### config.mk
export PLATFORM = sky130hd
export DESIGN_NAME = mfbh_ram
export DESIGN_NICKNAME = d
export VERILOG_FILES = /design/src/sv/mfbh_ram.sv
export SDC_FILE = /design/constraint.sdc
export NUM_CORES = 1
export LEC_CHECK = 0
export BUFFER_PORTS_ARGS = -buffer_cell sky130_fd_sc_hd__buf_2
export CAP_MARGIN = 40
export CORE_MARGIN = 2
export CORE_UTILIZATION = 60
export DETAILED_ROUTE_END_ITERATION = 8
export GPL_ROUTABILITY_DRIVEN = 0
export HOLD_SLACK_MARGIN = 0.15
export PLACE_DENSITY_LB_ADDON = 0.15
export SYNTH_ARGS = -nofsm -noshare
export SYNTH_HDL_FRONTEND = slang
export SYNTH_SLANG_ARGS = --single-unit
### constraint.sdc
create_clock -name i_clk -period 2.2 [get_ports i_clk]
set_input_delay 0.33 -clock i_clk [delete_from_list [all_inputs] [get_ports i_clk]]
set_output_delay 0.33 -clock i_clk [all_outputs]
set_load 0.005 [all_outputs]
### src/sv/mfbh_ram.sv
module mfbh_ram #(
    parameter int WIDTH = 8,
    parameter int DEPTH = 64,
    localparam int AW = $clog2(DEPTH)
) (
    input  logic             i_clk,
    input  logic             i_we,
    input  logic [AW-1:0]    i_waddr,
    input  logic [WIDTH-1:0] i_wdata,
    input  logic [AW-1:0]    i_raddr,
    output logic [WIDTH-1:0] o_rdata
);

    logic [WIDTH-1:0] r_mem [DEPTH];
    logic [WIDTH-1:0] r_rdata;

    always_ff @(posedge i_clk) begin
        if (i_we) begin
            r_mem[i_waddr] <= i_wdata;
        end
        r_rdata <= r_mem[i_raddr];
    end

    assign o_rdata = r_rdata;

endmodule

==> reports/results.ini <==
[critical_path]
rr_endpoint=o_rdata[6]
path_depth=5
cp_top_family=multiplexers
crit_buf_inv=0
rrSetupSlack_ns=0.12
cpMaxStageDelayCell=mux4_2
start_kind=register
path_class=reg2reg
r2r_cells=5
crit_required_ns=2.62
endpoint_kind=register
endpoint=o_rdata[6]
critical_path.startpoint=r_mem[21][6]
path_cells=mux4_2 > mux2_2 > o221a_2 > nor3_2 > o32ai_1
critical-path-max-stage-delay_ns=0.48
rr_startpoint=r_mem[21][6]
critPathArrivalTime_ns=2.51
crit_fanout=1

[power_and_ir_drop]
swShare=0.203
ir_drop_uv=665
p_leak_nw=7.76
power_frac_comb=0.055
internal-power_mw=16.5
p_seq_frac=0.532
power_density_nw_per_um2=875
p_sw_mw=4.20
clock_power_share=0.413

[final_layout]
n_antenna_cell=0
nets=1147
regArea_um2=15500
area_growth_pct=17.1
finalNonFillerCells=1614
multi_input_area_um2=4330
fill_cells=2022
finalInstanceArea_um2=23600
drive_gt1_frac=0.342

[logic_synthesis]
synth_xor_area_frac=0
netlist_area_um2=20200
synth_mux_area_frac=0.159
synth_top_family_by_area=multiplexers
yosysSeqAreaShare=0.770
synth_fa_ha_area_frac=0
ys_seq_elements=520
yosysWarnings=0
synth-simple-area-share=0.0339
synthDistinctLibCells=40
synth_cells=940
postSynthAreaPerCell_um2=21.5
syn-num-nets=962
synth_compound_area_frac=0.0207

[placed_design]
placed_area_um2=22000
io_buffer_count=29
place_inst=1520
place_hpwl_mm=29.4

[clock_network]
cts_buffers=51
cts.sinks=520
cts_resized=2
clk_pin_slew_ns=0.06
cts_buffer_depth=3
cts.htree.levels=2
root_buffer=clkbuf_16
postCtsSetupRepairBufs=0
clk_latency_ns=0.57
ctsHoldBuffers=0
cts_tree=built

[route]
drt_pre_antenna_iters=5
drt_iter0_drc=1108
drc=0
drtAntennaViolNets=0
finalWirelength_mm=45.2
viasPerCell=6.32
vias=10200
wl_per_cell_um=28.0

[floorplan]
ioPinCount=30
initial_core_util=0.606
fp-row-count=67
dieArea_um2=35100
coreArea_um2=33300
die_width_um=187
die_h_um=187

[sta]
fin_tns_setup_ns=0
fmax_mhz=480
setup_violations=0
finalCriticalPeriod_ns=2.08
fin_crit_sh=0.947
finalHoldViolCount=0
rsz0062_at_grt=false
clock_skew_ns=0.0163
relSlewSlack=0.542
worstMarginPinSlew_ns=0.686
slew_violations=0

[grt]
grtUsageTotal=0.266
antenna_found_initial=1
first_global_vias=10300
overflow=0
grt_start_max_net_pins=42
grt_pass1_wl_mm=67.3

[outcome]
status=finished, final reports clean

[hold_path]
hold_path_class=in2reg
timing.hold.worst.start=i_raddr[5]

[run]
drv_cap=0

[kinds of logic after synthesis]
group / count (synthesis)
multiplexers: 162
AND/OR/NAND/NOR: 153
buffers and inverters: 51
AO/OA/AOI/OAI: 54
flip-flops: 520
[cell usage after synthesis]
master	number	area [um2]
o21ai_1	2	10.0
a22oi_1	3	22.5
nand3_1	13	65.1
nand4_1	2	12.5
buf_4	13	97.6
or3_1	1	6.26
a31oi_1	1	6.26
o21ai_0	2	10.0
nor2_1	83	312
mux4_2	126	2840
nand3b_1	3	22.5
buf_1	4	15.0
mux2i_1	23	230
o32ai_1	2	17.5
clkbuf_1	17	63.8
buf_2	11	55.1
nand2b_1	7	43.8
o311ai_1	1	8.76
a21oi_1	3	15.0
o221ai_1	8	70.1
and2_1	1	6.26
o2111ai_1	3	26.3
o21a_1	2	15.0
nor4_1	2	12.5
nand2_1	19	71.3
o22ai_1	8	50.1
mux2_2	13	146
dfxtp_1	8	160
a221oi_1	6	52.6
edfxtp_1	512	15400
a2111oi_0	2	17.5
nor2b_1	14	87.6
buf_12	2	40.0
buf_6	4	45.0
o41ai_1	2	17.5
a211oi_1	4	30.0
o221a_2	2	22.5
o2bb2ai_1	3	26.3
nand4b_1	1	8.76
nor3_1	7	35.0
[power by group through the flow]
stage,Sequential [mW],Combinational [mW],Clock [mW]
6_report,11.0,1.13,8.54
5_1_grt,11.0,1.20,8.99
4_1_cts,11.0,1.14,8.66
3_5_place_dp,11.2,1.13,0
3_3_place_gp,11.2,1.11,0
2_1_floorplan,11.2,0.584,0
[flip-flops by register name, summed over array words and instances, names as in the netlist]
signal / flops
o_rdata: 8
r_mem: 512
[how the worst min path moves through the flow]
stage / endpoint / slack, ns / cells past startpoint
2_1_floorplan: r_mem[0][0] / 0.43 / 0
3_3_place_gp: o_rdata[0] / 0.73 / 1
3_5_place_dp: o_rdata[0] / 0.74 / 1
4_1_cts: o_rdata[2] / 0.18 / 3
5_1_grt: o_rdata[2] / 0.21 / 3
6_report: o_rdata[2] / 0.21 / 3
[metrics by stage]
step / utilization / setup WS (ns) / hold WS [ns] / total power, mW
after detailed placement: 0.660 / -0.416 / 0.735 / 12.3
final: 0.710 / 0.116 / 0.208 / 20.7
after global placement: 0.659 / -0.390 / 0.734 / 12.3
after CTS: 0.710 / 0.148 / 0.179 / 20.8
after global routing: 0.710 / 0.145 / 0.213 / 21.2
after floorplan: - / 0.202 / 0.429 / 11.8
[routing by layer]
| layer | GRT usage | up-vias | share of wire |
|---|---|---|---|
| met5 | 0 | - | 0.00038 |
| met4 | 0.0937 | 2 | 0.033 |
| met3 | 0.0505 | 99 | 0.074 |
| met2 | 0.415 | 449 | 0.48 |
| met1 | 0.386 | 5361 | 0.41 |
| li1 | - | 4295 | - |
[layout make-up]
class                      instances  area share
timing repair buffer             183      0.0657
tap                              448      0.0237
multi-input combinational        369       0.183
clock inverter                    28      0.0111
sequential                       520       0.658
clock buffer                      66      0.0586
[worst min-delay path, stage by stage]
cell and delay, ns:
buf_2 0.22, nand2_1 0.11, o2bb2ai_1 0.06
[layout by cell type (no fill, tap or decap), types with 3 or more instances in the layout]
cell type,synthesis,final
a211oi_1,4,4
a21oi_1,3,3
a221oi_1,6,6
a22oi_1,3,3
buf_12,2,19
buf_2,11,26
buf_4,13,137
bufinv_16,0,5
clkbuf_1,17,12
clkbuf_16,0,53
clkinv_1,0,9
clkinv_2,0,12
dfxtp_1,8,8
edfxtp_1,512,512
mux2_2,13,13
mux2i_1,23,23
mux4_2,126,126
nand2_1,19,19
nand2b_1,7,7
nand3_1,13,13
nand3b_1,3,3
nor2_1,83,83
nor2b_1,14,14
nor3_1,7,5
o2111ai_1,3,3
o221ai_1,8,8
o22ai_1,8,8
o2bb2ai_1,3,3
No activity file was read; power rests on OpenSTA's default activity.
